===== src/rtl/core/asl_pkg.sv =====
// Package with the lexer's constants, phase type and character class functions.
`default_nettype none

package asl_pkg;

	localparam int NAME_BUF = 32;
	localparam int LINE_LEN = 256;
	localparam int NAME_LIM = ((NAME_BUF - 1) < 31) ? (NAME_BUF - 1) : 31;
	localparam int CMP_LIM  = NAME_BUF - 1;
	localparam int POS_MAX  = ((LINE_LEN - 1) < 255) ? (LINE_LEN - 1) : 255;

	localparam logic [7:0] CH_NUL    = 8'h00;
	localparam logic [7:0] CH_TAB    = 8'h09;
	localparam logic [7:0] CH_SPACE  = 8'h20;
	localparam logic [7:0] CH_DOLLAR = 8'h24;
	localparam logic [7:0] CH_PCT    = 8'h25;
	localparam logic [7:0] CH_DOT    = 8'h2E;
	localparam logic [7:0] CH_COLON  = 8'h3A;
	localparam logic [7:0] CH_EQ     = 8'h3D;

	// Keywords packed with the first character in the low byte.
	localparam logic [23:0] KW_EQU  = 24'h555145;
	localparam logic [23:0] KW_SET  = 24'h544553;
	localparam logic [31:0] KW_DEFL = 32'h4C464544;

	localparam logic [1:0] OPK_NONE  = 2'd0;
	localparam logic [1:0] OPK_IDENT = 2'd1;
	localparam logic [1:0] OPK_EQUAL = 2'd2;

	typedef enum logic [3:0] {
		PH_LEAD,
		PH_TOK1,
		PH_AFTER1,
		PH_COLON,
		PH_LBLWS,
		PH_OP,
		PH_OPWS,
		PH_EQ1,
		PH_EQ2,
		PH_TOK2,
		PH_DONE
	} phase_t;

	function automatic logic is_blank(input logic [7:0] c);
		return (c == CH_SPACE) || (c == CH_TAB);
	endfunction

	function automatic logic is_idstart(input logic [7:0] c);
		return (c inside {[8'h41:8'h5A], [8'h61:8'h7A]}) ||
			(c == CH_DOLLAR) || (c == CH_DOT) || (c == CH_PCT);
	endfunction

	function automatic logic is_idchar(input logic [7:0] c);
		return is_idstart(c) || (c inside {[8'h30:8'h39]});
	endfunction

	function automatic logic [4:0] sat_name(input logic [4:0] n);
		return (32'(n) < NAME_LIM) ? (n + 5'd1) : n;
	endfunction

endpackage

`default_nettype wire


===== src/rtl/core/asl_if.sv =====
// Handshake interfaces for the character input and the statement result.
`default_nettype none

interface asl_char_if;
	logic       valid;
	logic       ready;
	logic [7:0] ch;

	modport source(output valid, output ch, input ready);
	modport sink(input valid, input ch, output ready);
endinterface

interface asl_result_if;
	logic       valid;
	logic       ready;
	logic [7:0] label_start;
	logic [4:0] label_len;
	logic [1:0] op_kind;
	logic [7:0] op_start;
	logic [4:0] op_len;
	logic [7:0] operands_start;
	logic       is_assign;
	logic       is_internal;
	logic       too_long;

	modport source(output valid, output label_start, output label_len, output op_kind,
		output op_start, output op_len, output operands_start, output is_assign,
		output is_internal, output too_long, input ready);
	modport sink(input valid, input label_start, input label_len, input op_kind,
		input op_start, input op_len, input operands_start, input is_assign,
		input is_internal, input too_long, output ready);
endinterface

`default_nettype wire


===== src/rtl/core/asm_statement_lexer_top.sv =====
// Assembler statement lexer: splits one source line into label, operator and operands.
// The block takes one character per cycle except while input is held back; a zero
// byte ends the line and produces one result transfer after the terminator is taken,
// through the character register and then the result register. The character
// register also serves as a skid stage, so input is only held back while a finished
// result waits and another terminator is queued behind it. Offsets count from the
// first character of the line and stop at the line limit, which sets too_long.
`default_nettype none

module asm_statement_lexer_top (
	input  wire logic          clk,
	input  wire logic          arst_n,
	asl_char_if.sink           chars,
	asl_result_if.source       results
);

	localparam logic [7:0] POS_MAX_B = 8'(asl_pkg::POS_MAX);

	logic       valid_s1;
	logic [7:0] ch_s1;
	logic       stall;
	logic       proc;
	logic       line_end;

	asl_pkg::phase_t phase_q, phase_d, ph;

	logic [7:0]  off_q, off_d;
	logic        ovf_q, ovf_d;
	logic [7:0]  first_start_q, first_start_d;
	logic [4:0]  first_len_q, first_len_d;
	logic        first_dot_q, first_dot_d;
	logic [7:0]  second_start_q, second_start_d;
	logic [31:0] second_chars_q, second_chars_d;
	logic [2:0]  second_len_q, second_len_d;
	logic [7:0]  label_start_q, label_start_d;
	logic [4:0]  label_len_q, label_len_d;
	logic [1:0]  op_kind_q, op_kind_d;
	logic [7:0]  op_start_q, op_start_d;
	logic [4:0]  op_len_q, op_len_d;
	logic [7:0]  ops_start_q, ops_start_d;
	logic        assign_q, assign_d;
	logic        internal_q, internal_d;

	logic [2:0] kw_eff;
	logic       kw_hit;
	logic [4:0] kw_len;

	logic        out_valid_q;
	logic [7:0]  out_label_start_q;
	logic [4:0]  out_label_len_q;
	logic [1:0]  out_op_kind_q;
	logic [7:0]  out_op_start_q;
	logic [4:0]  out_op_len_q;
	logic [7:0]  out_ops_start_q;
	logic        out_assign_q;
	logic        out_internal_q;
	logic        out_too_long_q;

	assign line_end = (ch_s1 == asl_pkg::CH_NUL);
	assign stall    = valid_s1 && line_end && out_valid_q && !results.ready;
	assign proc     = valid_s1 && !stall;
	assign chars.ready = !valid_s1 || !stall;

	always_ff @(posedge clk or negedge arst_n) begin
		if (!arst_n) begin
			valid_s1 <= 1'b0;
		end else if (chars.ready) begin
			valid_s1 <= chars.valid;
		end
	end

	always_ff @(posedge clk) begin
		if (chars.ready) begin
			ch_s1 <= chars.ch;
		end
	end

	assign kw_eff = (32'(second_len_q) > asl_pkg::CMP_LIM) ? 3'(asl_pkg::CMP_LIM)
		: second_len_q;
	assign kw_hit = ((kw_eff == 3'd3) && ((second_chars_q[23:0] == asl_pkg::KW_EQU) ||
		(second_chars_q[23:0] == asl_pkg::KW_SET))) ||
		((kw_eff == 3'd4) && (second_chars_q == asl_pkg::KW_DEFL));
	assign kw_len = (32'(kw_eff) > asl_pkg::NAME_LIM) ? 5'(asl_pkg::NAME_LIM)
		: {2'b00, kw_eff};

	always_comb begin
		phase_d        = phase_q;
		ph             = phase_q;
		off_d          = (off_q < POS_MAX_B) ? (off_q + 8'd1) : off_q;
		ovf_d          = ovf_q || ((ch_s1 != asl_pkg::CH_NUL) && (off_q == POS_MAX_B));
		first_start_d  = first_start_q;
		first_len_d    = first_len_q;
		first_dot_d    = first_dot_q;
		second_start_d = second_start_q;
		second_chars_d = second_chars_q;
		second_len_d   = second_len_q;
		label_start_d  = label_start_q;
		label_len_d    = label_len_q;
		op_kind_d      = op_kind_q;
		op_start_d     = op_start_q;
		op_len_d       = op_len_q;
		ops_start_d    = ops_start_q;
		assign_d       = assign_q;
		internal_d     = internal_q;

		case (phase_q)
			asl_pkg::PH_LEAD: begin
				if (!asl_pkg::is_blank(ch_s1)) begin
					if (asl_pkg::is_idstart(ch_s1)) begin
						first_start_d = off_q;
						first_len_d   = 5'd1;
						first_dot_d   = (ch_s1 == asl_pkg::CH_DOT);
						phase_d       = asl_pkg::PH_TOK1;
					end else begin
						ops_start_d = off_q;
						phase_d     = asl_pkg::PH_DONE;
					end
				end
			end
			asl_pkg::PH_TOK1: begin
				if (asl_pkg::is_idchar(ch_s1)) begin
					first_len_d = asl_pkg::sat_name(first_len_q);
				end else begin
					ph = asl_pkg::PH_AFTER1;
				end
			end
			asl_pkg::PH_COLON: begin
				phase_d = asl_pkg::PH_LBLWS;
				if (ch_s1 == asl_pkg::CH_COLON) begin
					internal_d = 1'b1;
					ph         = asl_pkg::PH_DONE;
				end else begin
					ph = asl_pkg::PH_LBLWS;
				end
			end
			asl_pkg::PH_OP: begin
				if (asl_pkg::is_idchar(ch_s1)) begin
					op_len_d = asl_pkg::sat_name(op_len_q);
				end else begin
					ph = asl_pkg::PH_OPWS;
				end
			end
			asl_pkg::PH_EQ1, asl_pkg::PH_EQ2: begin
				if ((ch_s1 == asl_pkg::CH_EQ) && (phase_q == asl_pkg::PH_EQ1)) begin
					phase_d = asl_pkg::PH_EQ2;
				end else if (ch_s1 == asl_pkg::CH_COLON) begin
					internal_d = 1'b1;
					phase_d    = asl_pkg::PH_OPWS;
				end else begin
					ph = asl_pkg::PH_OPWS;
				end
			end
			asl_pkg::PH_TOK2: begin
				if (asl_pkg::is_idchar(ch_s1)) begin
					if (second_len_q < 3'd4) begin
						second_chars_d[{second_len_q[1:0], 3'b000} +: 8] = ch_s1;
					end
					if (second_len_q < 3'd5) begin
						second_len_d = second_len_q + 3'd1;
					end
				end else if (kw_hit) begin
					label_start_d = first_start_q;
					label_len_d   = first_len_q;
					op_kind_d     = asl_pkg::OPK_IDENT;
					op_start_d    = second_start_q;
					op_len_d      = kw_len;
					assign_d      = 1'b1;
					ph            = asl_pkg::PH_OPWS;
				end else begin
					op_kind_d   = asl_pkg::OPK_IDENT;
					op_start_d  = first_start_q;
					op_len_d    = first_len_q;
					ops_start_d = second_start_q;
					phase_d     = asl_pkg::PH_DONE;
				end
			end
			asl_pkg::PH_AFTER1, asl_pkg::PH_LBLWS, asl_pkg::PH_OPWS: begin
			end
			default: begin
				phase_d = asl_pkg::PH_DONE;
			end
		endcase

		case (ph)
			asl_pkg::PH_AFTER1: begin
				phase_d = asl_pkg::PH_AFTER1;
				if (!asl_pkg::is_blank(ch_s1)) begin
					if (ch_s1 == asl_pkg::CH_COLON) begin
						label_start_d = first_start_q;
						label_len_d   = first_len_q;
						phase_d       = asl_pkg::PH_COLON;
					end else if (ch_s1 == asl_pkg::CH_EQ) begin
						label_start_d = first_start_q;
						label_len_d   = first_len_q;
						op_kind_d     = asl_pkg::OPK_EQUAL;
						assign_d      = 1'b1;
						phase_d       = asl_pkg::PH_EQ1;
					end else if (asl_pkg::is_idstart(ch_s1) && !first_dot_q) begin
						second_start_d = off_q;
						second_chars_d = {24'd0, ch_s1};
						second_len_d   = 3'd1;
						phase_d        = asl_pkg::PH_TOK2;
					end else begin
						op_kind_d   = asl_pkg::OPK_IDENT;
						op_start_d  = first_start_q;
						op_len_d    = first_len_q;
						ops_start_d = off_q;
						phase_d     = asl_pkg::PH_DONE;
					end
				end
			end
			asl_pkg::PH_LBLWS: begin
				phase_d = asl_pkg::PH_LBLWS;
				if (!asl_pkg::is_blank(ch_s1)) begin
					if (asl_pkg::is_idstart(ch_s1)) begin
						op_kind_d  = asl_pkg::OPK_IDENT;
						op_start_d = off_q;
						op_len_d   = 5'd1;
						phase_d    = asl_pkg::PH_OP;
					end else begin
						ops_start_d = off_q;
						phase_d     = asl_pkg::PH_DONE;
					end
				end
			end
			asl_pkg::PH_OPWS: begin
				phase_d = asl_pkg::PH_OPWS;
				if (!asl_pkg::is_blank(ch_s1)) begin
					ops_start_d = off_q;
					phase_d     = asl_pkg::PH_DONE;
				end
			end
			default: begin
			end
		endcase
	end

	always_ff @(posedge clk or negedge arst_n) begin
		if (!arst_n) begin
			phase_q        <= asl_pkg::PH_LEAD;
			off_q          <= 8'd0;
			ovf_q          <= 1'b0;
			first_start_q  <= 8'd0;
			first_len_q    <= 5'd0;
			first_dot_q    <= 1'b0;
			second_start_q <= 8'd0;
			second_chars_q <= 32'd0;
			second_len_q   <= 3'd0;
			label_start_q  <= 8'd0;
			label_len_q    <= 5'd0;
			op_kind_q      <= asl_pkg::OPK_NONE;
			op_start_q     <= 8'd0;
			op_len_q       <= 5'd0;
			ops_start_q    <= 8'd0;
			assign_q       <= 1'b0;
			internal_q     <= 1'b0;
		end else if (proc) begin
			if (line_end) begin
				phase_q        <= asl_pkg::PH_LEAD;
				off_q          <= 8'd0;
				ovf_q          <= 1'b0;
				first_start_q  <= 8'd0;
				first_len_q    <= 5'd0;
				first_dot_q    <= 1'b0;
				second_start_q <= 8'd0;
				second_chars_q <= 32'd0;
				second_len_q   <= 3'd0;
				label_start_q  <= 8'd0;
				label_len_q    <= 5'd0;
				op_kind_q      <= asl_pkg::OPK_NONE;
				op_start_q     <= 8'd0;
				op_len_q       <= 5'd0;
				ops_start_q    <= 8'd0;
				assign_q       <= 1'b0;
				internal_q     <= 1'b0;
			end else begin
				phase_q        <= phase_d;
				off_q          <= off_d;
				ovf_q          <= ovf_d;
				first_start_q  <= first_start_d;
				first_len_q    <= first_len_d;
				first_dot_q    <= first_dot_d;
				second_start_q <= second_start_d;
				second_chars_q <= second_chars_d;
				second_len_q   <= second_len_d;
				label_start_q  <= label_start_d;
				label_len_q    <= label_len_d;
				op_kind_q      <= op_kind_d;
				op_start_q     <= op_start_d;
				op_len_q       <= op_len_d;
				ops_start_q    <= ops_start_d;
				assign_q       <= assign_d;
				internal_q     <= internal_d;
			end
		end
	end

	always_ff @(posedge clk or negedge arst_n) begin
		if (!arst_n) begin
			out_valid_q <= 1'b0;
		end else if (proc && line_end) begin
			out_valid_q <= 1'b1;
		end else if (results.ready) begin
			out_valid_q <= 1'b0;
		end
	end

	always_ff @(posedge clk) begin
		if (proc && line_end) begin
			out_label_start_q <= label_start_d;
			out_label_len_q   <= label_len_d;
			out_op_kind_q     <= op_kind_d;
			out_op_start_q    <= op_start_d;
			out_op_len_q      <= op_len_d;
			out_ops_start_q   <= ops_start_d;
			out_assign_q      <= assign_d;
			out_internal_q    <= internal_d;
			out_too_long_q    <= ovf_d;
		end
	end

	assign results.valid          = out_valid_q;
	assign results.label_start    = out_label_start_q;
	assign results.label_len      = out_label_len_q;
	assign results.op_kind        = out_op_kind_q;
	assign results.op_start       = out_op_start_q;
	assign results.op_len         = out_op_len_q;
	assign results.operands_start = out_ops_start_q;
	assign results.is_assign      = out_assign_q;
	assign results.is_internal    = out_internal_q;
	assign results.too_long       = out_too_long_q;

endmodule

`default_nettype wire


===== src/flat_wrapper.sv =====
// flat-port wrapper written by rule: the top's interface ports become plain ports
module asm_statement_lexer_top_flat 
  (clk, arst_n, chars_valid, chars_ch, chars_ready, results_valid, results_label_start, results_label_len, results_op_kind, results_op_start, results_op_len, results_operands_start, results_is_assign, results_is_internal, results_too_long, results_ready);
  asl_char_if chars_i ();
  asl_result_if results_i ();
  input  wire logic clk;
  input  wire logic arst_n;
  input wire logic [$bits(chars_i.valid)-1:0] chars_valid;
  input wire logic [$bits(chars_i.ch)-1:0] chars_ch;
  output wire logic [$bits(chars_i.ready)-1:0] chars_ready;
  output wire logic [$bits(results_i.valid)-1:0] results_valid;
  output wire logic [$bits(results_i.label_start)-1:0] results_label_start;
  output wire logic [$bits(results_i.label_len)-1:0] results_label_len;
  output wire logic [$bits(results_i.op_kind)-1:0] results_op_kind;
  output wire logic [$bits(results_i.op_start)-1:0] results_op_start;
  output wire logic [$bits(results_i.op_len)-1:0] results_op_len;
  output wire logic [$bits(results_i.operands_start)-1:0] results_operands_start;
  output wire logic [$bits(results_i.is_assign)-1:0] results_is_assign;
  output wire logic [$bits(results_i.is_internal)-1:0] results_is_internal;
  output wire logic [$bits(results_i.too_long)-1:0] results_too_long;
  input wire logic [$bits(results_i.ready)-1:0] results_ready;
  assign chars_i.valid = chars_valid;
  assign chars_i.ch = chars_ch;
  assign chars_ready = chars_i.ready;
  assign results_valid = results_i.valid;
  assign results_label_start = results_i.label_start;
  assign results_label_len = results_i.label_len;
  assign results_op_kind = results_i.op_kind;
  assign results_op_start = results_i.op_start;
  assign results_op_len = results_i.op_len;
  assign results_operands_start = results_i.operands_start;
  assign results_is_assign = results_i.is_assign;
  assign results_is_internal = results_i.is_internal;
  assign results_too_long = results_i.too_long;
  assign results_i.ready = results_ready;
  asm_statement_lexer_top u_core (.clk(clk), .arst_n(arst_n), .chars(chars_i), .results(results_i));
endmodule

===== config.mk =====
export PLATFORM = sky130hd
export DESIGN_NAME = asm_statement_lexer_top_flat
export DESIGN_NICKNAME = d
export VERILOG_FILES = /design/src/rtl/core/asl_pkg.sv /design/src/rtl/core/asl_if.sv /design/src/rtl/core/asm_statement_lexer_top.sv /design/src/flat_wrapper.sv
export SDC_FILE = /design/constraint.sdc
export NUM_CORES = 1
export LEC_CHECK = 0
export ABC_AREA = 1
export BUFFER_PORTS_ARGS = -buffer_cell sky130_fd_sc_hd__buf_2
export CAP_MARGIN = 30
export CORE_MARGIN = 4
export CORE_UTILIZATION = 30
export CTS_CLUSTER_DIAMETER = 80
export CTS_CLUSTER_SIZE = 25
export DETAILED_ROUTE_END_ITERATION = 12
export GPL_ROUTABILITY_DRIVEN = 0
export SLEW_MARGIN = 10
export SYNTH_ARGS = -nofsm -noshare
export SYNTH_HDL_FRONTEND = slang
export SYNTH_SLANG_ARGS = --single-unit

===== constraint.sdc =====
create_clock -name clk -period 7.3 [get_ports clk]
set_input_delay 0.73 -clock clk [delete_from_list [all_inputs] [get_ports clk]]
set_output_delay 0.73 -clock clk [all_outputs]
set_load 0.01 [all_outputs]

==> out/qor.yml, run 1 <==
final_area_mm2: 0.01060
chipWidth_um: 184.7
ys_ff_latch: 157
grtUsageTotal_pct: 16.60
utilization_pct: 34.57
drc_errors: 0
worstPathMaxFanout: 27
maxCapViolations: 0
ios: 53
drt-initial-drc-count: 934
outcome: "finished clean"
synth_largest_area_cell: "dfrtp_1"
r2r_slack_ns: 2.45
final-hold-violation-count: 0
grt_max_degree: 62
irDropWorstVdd_uv: 199.1
clock_skew_ns: 0.01248
p_sw_w: 0.001796
core_mm2: 0.03067
drtPass1Iterations: 5
crit_chain: "inv_2 -> ha_1 -> nand2_1 -> nor3_1 -> nand3_1 -> nor2_1 -> inv_1 -> nand2_1 -> nand2_4 -> a21oi_2 -> nand2_1 -> nor2_2 -> nand2_1 -> nand2_1 -> inv_1 -> nand2_1 -> o221ai_1"
crit_type: "flop to flop"
ys_types: 50
fillers: 3220
drive_above_1_share_pct: 11.30
die_area_mm2: 0.03413
clockBufferDepth: 2
max_stage_delay_ns: 0.72
numClockSinks: 157
min_period_ns: 4.851
setup_viol: 0
setup_tns_ns: 0
critical_path_buf_inv_count: 3
grt_antenna_before_repair: 0
yosysSeqAreaShare_pct: 44.43
power_density_mw_per_mm2: 379.6
total_leakage_power_nw: 5.018
nets: 1319
synthCells: 1260
viasPerCell: 5.121
first_global_vias: 8291
syn_nets: 1282
dp_hpwl_um: 19770
crit_path_end_kind: "flop"
numPortBuffers: 52
cts_setup_buffers: 0
final_antenna_net_count: 0
max_freq_mhz: 206.2
cts_tree: "done"
p_clk_share_pct: 23.3
antennaDiodeCount: 0
wl_per_cell_um: 16.36
cp_top_family: "simple AND/OR/NAND/NOR gates"
synth_edf_count: 47
synth_top_area_share_pct: 29.37
wl_um: 27920
p_comb_share_pct: 42.1
finalCritPeriodShare_pct: 66.45
cts_root_buf: "clkbuf_16"
synthTopCellsByArea: "dfrtp_1, nand2_1, edfxtp_1"
maxSlewViolCount: 0
p_sw_share_pct: 44.63
cts_made_buffers: 17
htree_levels: 4
die_h_um: 184.7
slowest_stage: "nand2_1"
crit_required_ns: 7.58
crit_top_cell: "nand2_1"
hold_path_class: "input pin to async pin"
syn_area_mm2: 0.009371
seq_power_share_pct: 34.5
hold_buffers: 0
clk_latency_ns: 0.44
arrival_ns: 5.13
maxSlewHeadroom_pct: 38.43
p_int_w: 0.002228
setup.worst_path.start_class: "flop"
rsz0062_at_grt: "no"
start_util_pct: 30.56
ys.flop_type: "dfrtp_1"
cts.clk_slew.worst_paths_ns: 0.07
async_flop_share_pct: 70.06
avgSynthCellArea_um2: 7.438
overflow: 0
grt_pass1_wl_um: 45220
synth_warnings: 0
tightest_slew_ns: 0.9213
vias: 8737
total_power_w: 0.004024
cts_resized: 0
place_area_mm2: 0.009985
rows: 64
area_growth_pct: 13.14
## routing by layer
layer	wire [um]	vias up	GRT usage [%]
met5	0	-	0
met4	691	0	5.549
met3	2018	53	3.118
met2	12080	327	24.47
met1	13130	4129	24.51
li1	-	4228	-
## state kept, by name, indices dropped and copies added, names as in the netlist, 8 cells and up
register / cells
u_core.results.label_start: 8
u_core.label_start_q: 8
u_core.results.operands_start: 8
u_core.second_chars_q: 32
u_core.op_start_q: 8
u_core.first_start_q: 8
u_core.results.op_start: 8
u_core.ops_start_q: 8
u_core.second_start_q: 8
u_core.ch_s1: 8
u_core.off_q: 8
## Yosys cell counts, types with 2 or more instances
master / instances
a21oi_2: 3
buf_1: 3
a211oi_1: 2
clkbuf_1: 22
nand3b_1: 4
a22oi_1: 10
nand2_4: 6
buf_4: 2
o21ai_0: 78
nor3_1: 21
and2_1: 13
xor2_1: 4
nor2_4: 3
o221ai_1: 10
nand4_1: 26
edfxtp_1: 47
o211ai_1: 8
nand2_1: 390
nor2_1: 96
o21ai_1: 13
buf_2: 10
nand2_2: 10
nand3_1: 105
dfrtp_1: 110
nand3_2: 2
ha_1: 10
o31ai_1: 3
nor2_2: 8
inv_2: 15
clkinv_1: 3
nor2_8: 2
a21oi_1: 35
buf_6: 3
inv_1: 140
o22ai_1: 23
nand3_4: 3
nor3b_1: 2
nor4_1: 3
## layout by cell type (no fill, tap or decap), drive strengths merged, types with 2 or more instances in the layout
cell	synthesis	final
nor3	23	23
xor2	4	4
and2	13	13
dfrtp	110	110
inv	155	159
buf	18	59
nand3	110	110
o211ai	8	8
nor4	3	3
o31ai	3	3
nand2	406	406
a22oi	10	10
nand4	26	26
clkinv	3	11
o221ai	10	10
nor3b	2	2
a21oi	38	38
bufinv	0	2
nor2	109	109
edfxtp	47	47
ha	10	10
nand3b	4	4
a211oi	2	2
clkbuf	23	17
o21ai	92	92
o22ai	23	23
## layout make-up
type | instances | area [um^2] | share of cell area (%)
multi-input combinational | 904 | 4424 | 41.73
sequential | 157 | 4164 | 39.27
inverter | 158 | 593.1 | 5.594
tap | 396 | 495.5 | 4.673
clock buffer | 17 | 425.4 | 4.012
timing repair buffer | 59 | 315.3 | 2.974
clock inverter | 15 | 185.2 | 1.747
## cells by family after synthesis
kind of cell / Yosys count / synth area share, %
adders and majority gates: 10 / 1.335
DFF: 157 / 44.43
buffers and inverters: 199 / 8.438
and+or+nand+nor: 697 / 33.31
AOI/OAI and AO/OA: 193 / 12.11
xor gates and xnor gates: 4 / 0.3738
## worst paths after layout
kind / start / endpoint / depth (start not counted)
hold / removal: arst_n / u_core.second_chars_q[29] / 1
min in group clk: chars_ch[5] / u_core.ch_s1[5] / 1
setup reg to reg: u_core.kw_eff[0] / u_core.second_chars_q[5] / 17
max in group asynchronous: arst_n / u_core.first_start_q[3] / 2
hold reg to reg: u_core.label_start_q[5] / u_core.label_start_q[5] / 2
setup / recovery: u_core.kw_eff[0] / u_core.second_chars_q[5] / 17
## metrics by stage
stage          instances  hold WS (ns)  worst slack, ns
2_1_floorplan       1260        0.4344            3.892
3_3_place_gp        1673        0.4612            2.665
3_5_place_dp        1673        0.4650            2.520
4_1_cts             1705        0.3506            2.499
5_1_grt             1706        0.3740            1.987
6_report            1706        0.3213            2.449
## power by group through the flow
stage | sequential, W | combinational [W] | clock (W)
after CTS | 0.00138 | 0.00166 | 0.000956
after detailed placement | 0.00139 | 0.00166 | 0
after global placement | 0.00139 | 0.00164 | 0
final | 0.00139 | 0.00170 | 0.000939
after global routing | 0.00142 | 0.00192 | 0.000994
after floorplan | 0.00131 | 0.00129 | 0
Power figures use the tool's default switching activity.
==> run 2: changes to the inputs <==
Clock period 7.3 ns to 4.4 ns, I/O delays scaled along.
==> out/qor.yml, run 2 (synthesis gave the netlist of run 1 again) <==
maxSlewHeadroom_pct: 39.92  # +1.5 points
final_antenna_net_count: 0  # unchanged
final_cell_mix: "nand2_1, inv_1, dfrtp_1"
clock_skew_ns: 0.01390  # +0.001422 ns
wl_um: 28180  # +0.93%
irDropWorstVdd_uv: 345.3  # +73%
max_freq_mhz: 269.9  # +31%
utilization_pct: 34.64  # +0.065 points
grt_antenna_before_repair: 0  # unchanged
vias: 8717  # -0.23%
arrival_ns: 3.89  # -1.24 ns
largest_register: "u_core.second_chars_q"
total_power_w: 0.006511  # +62%
setup.worst_path.start_class: "flop"
maxSlewViolCount: 0  # unchanged
drc_errors: 0  # unchanged
htree_levels: 4  # unchanged
setup_viol: 0  # unchanged
fillers: 3209  # -0.34%
dp_hpwl_um: 20290  # +2.6%
cts_setup_buffers: 0  # unchanged
largest_register_ffs: 32  # unchanged
setup_tns_ns: 0  # unchanged
cts_made_buffers: 17  # unchanged
worstPathMaxFanout: 19  # -30%
nets: 1331  # +0.91%
rows: 64  # unchanged
maxCapViolations: 0  # unchanged
crit_required_ns: 4.58  # -3.00 ns
die_area_mm2: 0.03413  # unchanged
ios: 53  # unchanged
rsz0062_at_grt: "no"
drive_above_1_share_pct: 11.88  # +0.58 points
cts_root_buf: "clkbuf_16"
viasPerCell: 5.074  # -0.93%
tightest_slew_ns: 0.9002  # -0.02114 ns
cts.clk_slew.worst_paths_ns: 0.07  # about the same
die_h_um: 184.7  # unchanged
numClockSinks: 157  # unchanged
power_density_mw_per_mm2: 613.0  # +61%
grt_pass1_wl_um: 45370  # +0.32%
outcome: "finished clean"
cts_tree: "done"
wl_per_cell_um: 16.40  # +0.23%
layout.cells.non_filler: 1718  # +0.70%
dp_cells: 1685  # +0.72%
final_common_cell: "nand2_1"
first_global_vias: 8216  # -0.90%
hold_path_class: "input pin to flop"
finalCritPeriodShare_pct: 84.21  # +18 points
area_growth_pct: 13.35
cts_resized: 0  # unchanged
final-hold-violation-count: 0  # unchanged
antennaDiodeCount: 0  # unchanged
crit_type: "flop to flop"
clockBufferDepth: 2  # unchanged
drtPass1Iterations: 5  # unchanged
numPortBuffers: 52  # unchanged
chipWidth_um: 184.7  # unchanged
overflow: 0  # unchanged
start_util_pct: 30.56  # unchanged
grtUsageTotal_pct: 16.72  # +0.11 points
min_period_ns: 3.705  # -1.146 ns
total_leakage_power_nw: 5.036  # +0.35%
drt-initial-drc-count: 883  # -5.5%
clk_latency_ns: 0.44  # about the same
grt_max_degree: 46  # -26%
crit_path_end_kind: "flop"
core_mm2: 0.03067  # unchanged
## run 2: changes by cell type in the layout (fill, tap and decap cells not counted), moves of 2 or more
cell	change
bufinv_16	-2
clkinvlp_4	+2
buf_4	+11
inv_6	+2
clkinv_8	-2
## run 2: report_power, final
part	internal [W]	switching [W]
combinational	0.000921	0.00192
sequential	0.00194	0.000343
clock	0.000730	0.000652
total	0.00359	0.00292
## run 2: stage by stage
stage	cell area (um^2)	worst slack (ns)	hold WS (ns)
2_1_floorplan	9371	0.9923	0.1444
3_3_place_gp	10070	0.8420	0.3676
3_5_place_dp	10070	0.7313	0.3714
4_1_cts	10620	0.7171	0.1675
5_1_grt	10620	0.3132	0.1678
6_report	10620	0.6948	0.1809
## run 2: timing repair
action / 4_1_cts / 5_1_grt
setup endpoints to repair: 0 / 0
hold buffers: 1 / 0
endpoints found under the hold margin: 22 / 0
## run 2: per-layer routing
| layer | track usage (%) | routed length, um | vias up |
|---|---|---|---|
| li1 | - | - | 4255 |
| met1 | 24.52 | 13430 | 4090 |
| met2 | 25.21 | 12290 | 332 |
| met3 | 2.842 | 1966 | 40 |
| met4 | 5.285 | 497 | 0 |
| met5 | 0 | 0 | - |
## run 2: critical path, cell delays in order, from the launching register on
cell and delay [ns]:
edfxtp_1 0.48, nor2_1 0.22, nand3_1 0.12, nand2_1 0.10, nand2_2 0.09, nor2_8 0.19
nand3_4 0.19, nor2_4 0.35, nand2_4 0.24, nand2_1 0.13, nand2_1 0.08, nor2_2 0.16
nand2_2 0.12, nor2_4 0.11, nand2_2 0.23, nand2_2 0.30, nand2_1 0.14, and2_1 0.17
## run 2: path summary, 6_finish.rpt
check	start	end	slack, ns	depth (start not counted)
min	chars_ch[6]	u_core.ch_s1[6]	0.18	1
min reg2reg	u_core.label_len_q[1]	u_core.label_len_q[1]	0.48	2
max in group asynchronous	arst_n	u_core.ops_start_q[0]	3.02	3
max reg2reg	u_core.ch_s1[1]	u_core.results.label_start[1]	0.69	17
max	u_core.ch_s1[1]	u_core.results.label_start[1]	0.69	17
min in group asynchronous	arst_n	u_core.second_chars_q[19]	0.45	2
## run 2: cell type report
type	instances	area [um^2]	area share, %
Multi-Input combinational cell	904	4424	41.65
Sequential cell	157	4164	39.20
Inverter	158	593.1	5.583
Tap cell	396	495.5	4.664
Clock buffer	18	429.2	4.040
Timing Repair Buffer	71	407.9	3.840
Clock inverter	14	108.9	1.025
==> run 3: changes to the inputs <==
Clock period 4.4 ns to 3.45 ns, I/O delays scaled along.
==> out/qor.yml, run 3 (synthesis gave the netlist of run 1 again) <==
grt_use_met2_pct: 26.07  # +0.86 points
final_common_cell: "nand2_1"
wl_per_cell_um: 16.59  # +1.1%
max_freq_mhz: 304.8  # +13%
r2r_slack_ns: 0.17  # -0.53 ns
reg2regPathDepth: 18  # +1
min-delay-start: "chars_ch[5]"
clock_skew_ns: 0.01323  # -0.0006746 ns
die_h_um: 184.7  # unchanged
drive_above_1_share_pct: 13.39  # +1.5 points
cts_setup_buffers: 0  # unchanged
use_met3_pct: 2.842  # unchanged
first_global_vias: 8404  # +2.3%
setup_viol: 0  # unchanged
grt_pass1_wl_um: 46840  # +3.2%
chipWidth_um: 184.7  # unchanged
arrival_ns: 3.47  # -0.42 ns
tightest_slew_ns: 0.8716  # -0.02860 ns
hold_path_depth: 1  # unchanged
cts_root_buf: "clkbuf_16"
finalCritPeriodShare_pct: 95.09  # +11 points
wl_um: 28860  # +2.4%
worstPathMaxFanout: 13  # -6
crit_path_end_kind: "flop"
viasPerCell: 5.113  # +0.77%
ios: 53  # unchanged
final-hold-violation-count: 0  # unchanged
area_growth_pct: 16.28
clk_latency_ns: 0.44  # about the same
irDropWorstVdd_uv: 433.3  # +25%
crit_required_ns: 3.64  # -0.94 ns
largest_register_ffs: 32  # unchanged
drtPass1Iterations: 6  # +1
regToRegStartpoint: "u_core.kw_eff[1]"
dp_cells: 1706  # +1.2%
setup_tns_ns: 0  # unchanged
use_met1_pct: 25.50  # +0.98 points
maxSlewHeadroom_pct: 41.83  # +1.9 points
grt.busiest_layer: "met2"
vias: 8897  # +2.1%
rows: 64  # unchanged
utilization_pct: 35.53  # +0.89 points
grt_max_degree: 68  # +48%
htree_levels: 4  # unchanged
drt-initial-drc-count: 1265  # +43%
cts_tree: "done"
min_to: "u_core.ch_s1[5]"
numClockSinks: 157  # unchanged
dp_hpwl_um: 21000  # +3.5%
crit_type: "flop to flop"
core_mm2: 0.03067  # unchanged
setup.worst_path.start_class: "flop"
nets: 1353  # +1.7%
start_util_pct: 30.56  # unchanged
die_area_mm2: 0.03413  # unchanged
layout.cells.non_filler: 1740  # +1.3%
cts_made_buffers: 17  # unchanged
antennaDiodeCount: 0  # unchanged
maxCapViolations: 0  # unchanged
clockBufferDepth: 2  # unchanged
final_antenna_net_count: 0  # unchanged
rsz0062_at_grt: "no"
final_cell_mix: "nand2_1, inv_1, dfrtp_1"
rr_endpoint: "u_core.results.label_start[5]"
overflow: 0  # unchanged
drc_errors: 0  # unchanged
cts.clk_slew.worst_paths_ns: 0.07  # about the same
grtUsageTotal_pct: 17.22  # +0.50 points
largest_register: "u_core.second_chars_q"
power_density_mw_per_mm2: 789.3  # +29%
total_power_w: 0.008601  # +32%
total_leakage_power_nw: 5.199  # +3.2%
grt_antenna_before_repair: 0  # unchanged
hold_path_class: "input pin to flop"
min_period_ns: 3.281  # -0.4247 ns
numPortBuffers: 52  # unchanged
maxSlewViolCount: 0  # unchanged
outcome: "finished clean"
-- run 3: metal layers --
| layer | up-vias | wire length, um |
|---|---|---|
| li1 | 4293 | - |
| met1 | 4151 | 13290 |
| met2 | 404 | 12690 |
| met3 | 49 | 2348 |
| met4 | 0 | 539 |
| met5 | - | 0 |
-- run 3: final cells by class --
class | count | area (um^2)
repair buffers | 93 | 618.1
well taps | 396 | 495.5
inverters | 158 | 593.1
flip-flops and latches | 157 | 4164
clock inverters | 12 | 122.6
fillers | 3198 | 19770
multi-input cells | 904 | 4424
clock buffers | 20 | 479.2
-- run 3: worst max-delay path: stages, from the launching register on --
cell	delay (ns)
dfrtp_1	0.47
inv_1	0.18
ha_1	0.22
nand2_1	0.06
nor3_1	0.19
nand3_1	0.10
nor2_1	0.17
inv_1	0.05
nand2_1	0.20
nand2_4	0.13
nand2_4	0.09
nand3_1	0.11
nor2_2	0.15
nand2_2	0.13
nor2_4	0.11
nand2_2	0.10
nand2_2	0.25
nand2_1	0.16
and2_1	0.16
-- run 3: repair_timing --
| item | CTS | global route |
|---|---|---|
| gates resized for setup | 0 | 0 |
| setup endpoints to repair | 0 | 0 |
| hold buffers | 0 | 1 |
| hold endpoints to repair | 0 | 14 |
-- run 3: power breakdown --
group          leakage (nW)  internal, W  switching, W
Clock                 0.298      0.00110      0.000851
Combinational          3.01      0.00124       0.00249
Sequential             1.89      0.00248      0.000440
Total                  5.20      0.00482       0.00378
-- run 3: how the worst max path moves through the flow --
stage / startpoint / to / slack [ns]
floorplan: u_core.ch_s1[1] / u_core.first_len_q[4] / 0.04
global placement: u_core.kw_eff[1] / u_core.results.label_start[5] / 0.33
detailed placement: u_core.kw_eff[1] / u_core.results.label_start[5] / 0.30
CTS: u_core.kw_eff[1] / u_core.results.label_start[5] / 0.29
global route: u_core.kw_eff[1] / u_core.results.label_start[5] / 0.01
finish: u_core.kw_eff[1] / u_core.results.label_start[5] / 0.17
-- run 3: through the flow --
stage | hold slack [ns] | cell area (um^2) | setup WS, ns
6_report | 0.08216 | 10900 | 0.1694
5_1_grt | 0.07883 | 10900 | 0.009989
4_1_cts | 0.06729 | 10860 | 0.2871
3_5_place_dp | 0.4645 | 10260 | 0.2998
3_3_place_gp | 0.4613 | 10260 | 0.3323
2_1_floorplan | 0.04941 | 9371 | 0.04227
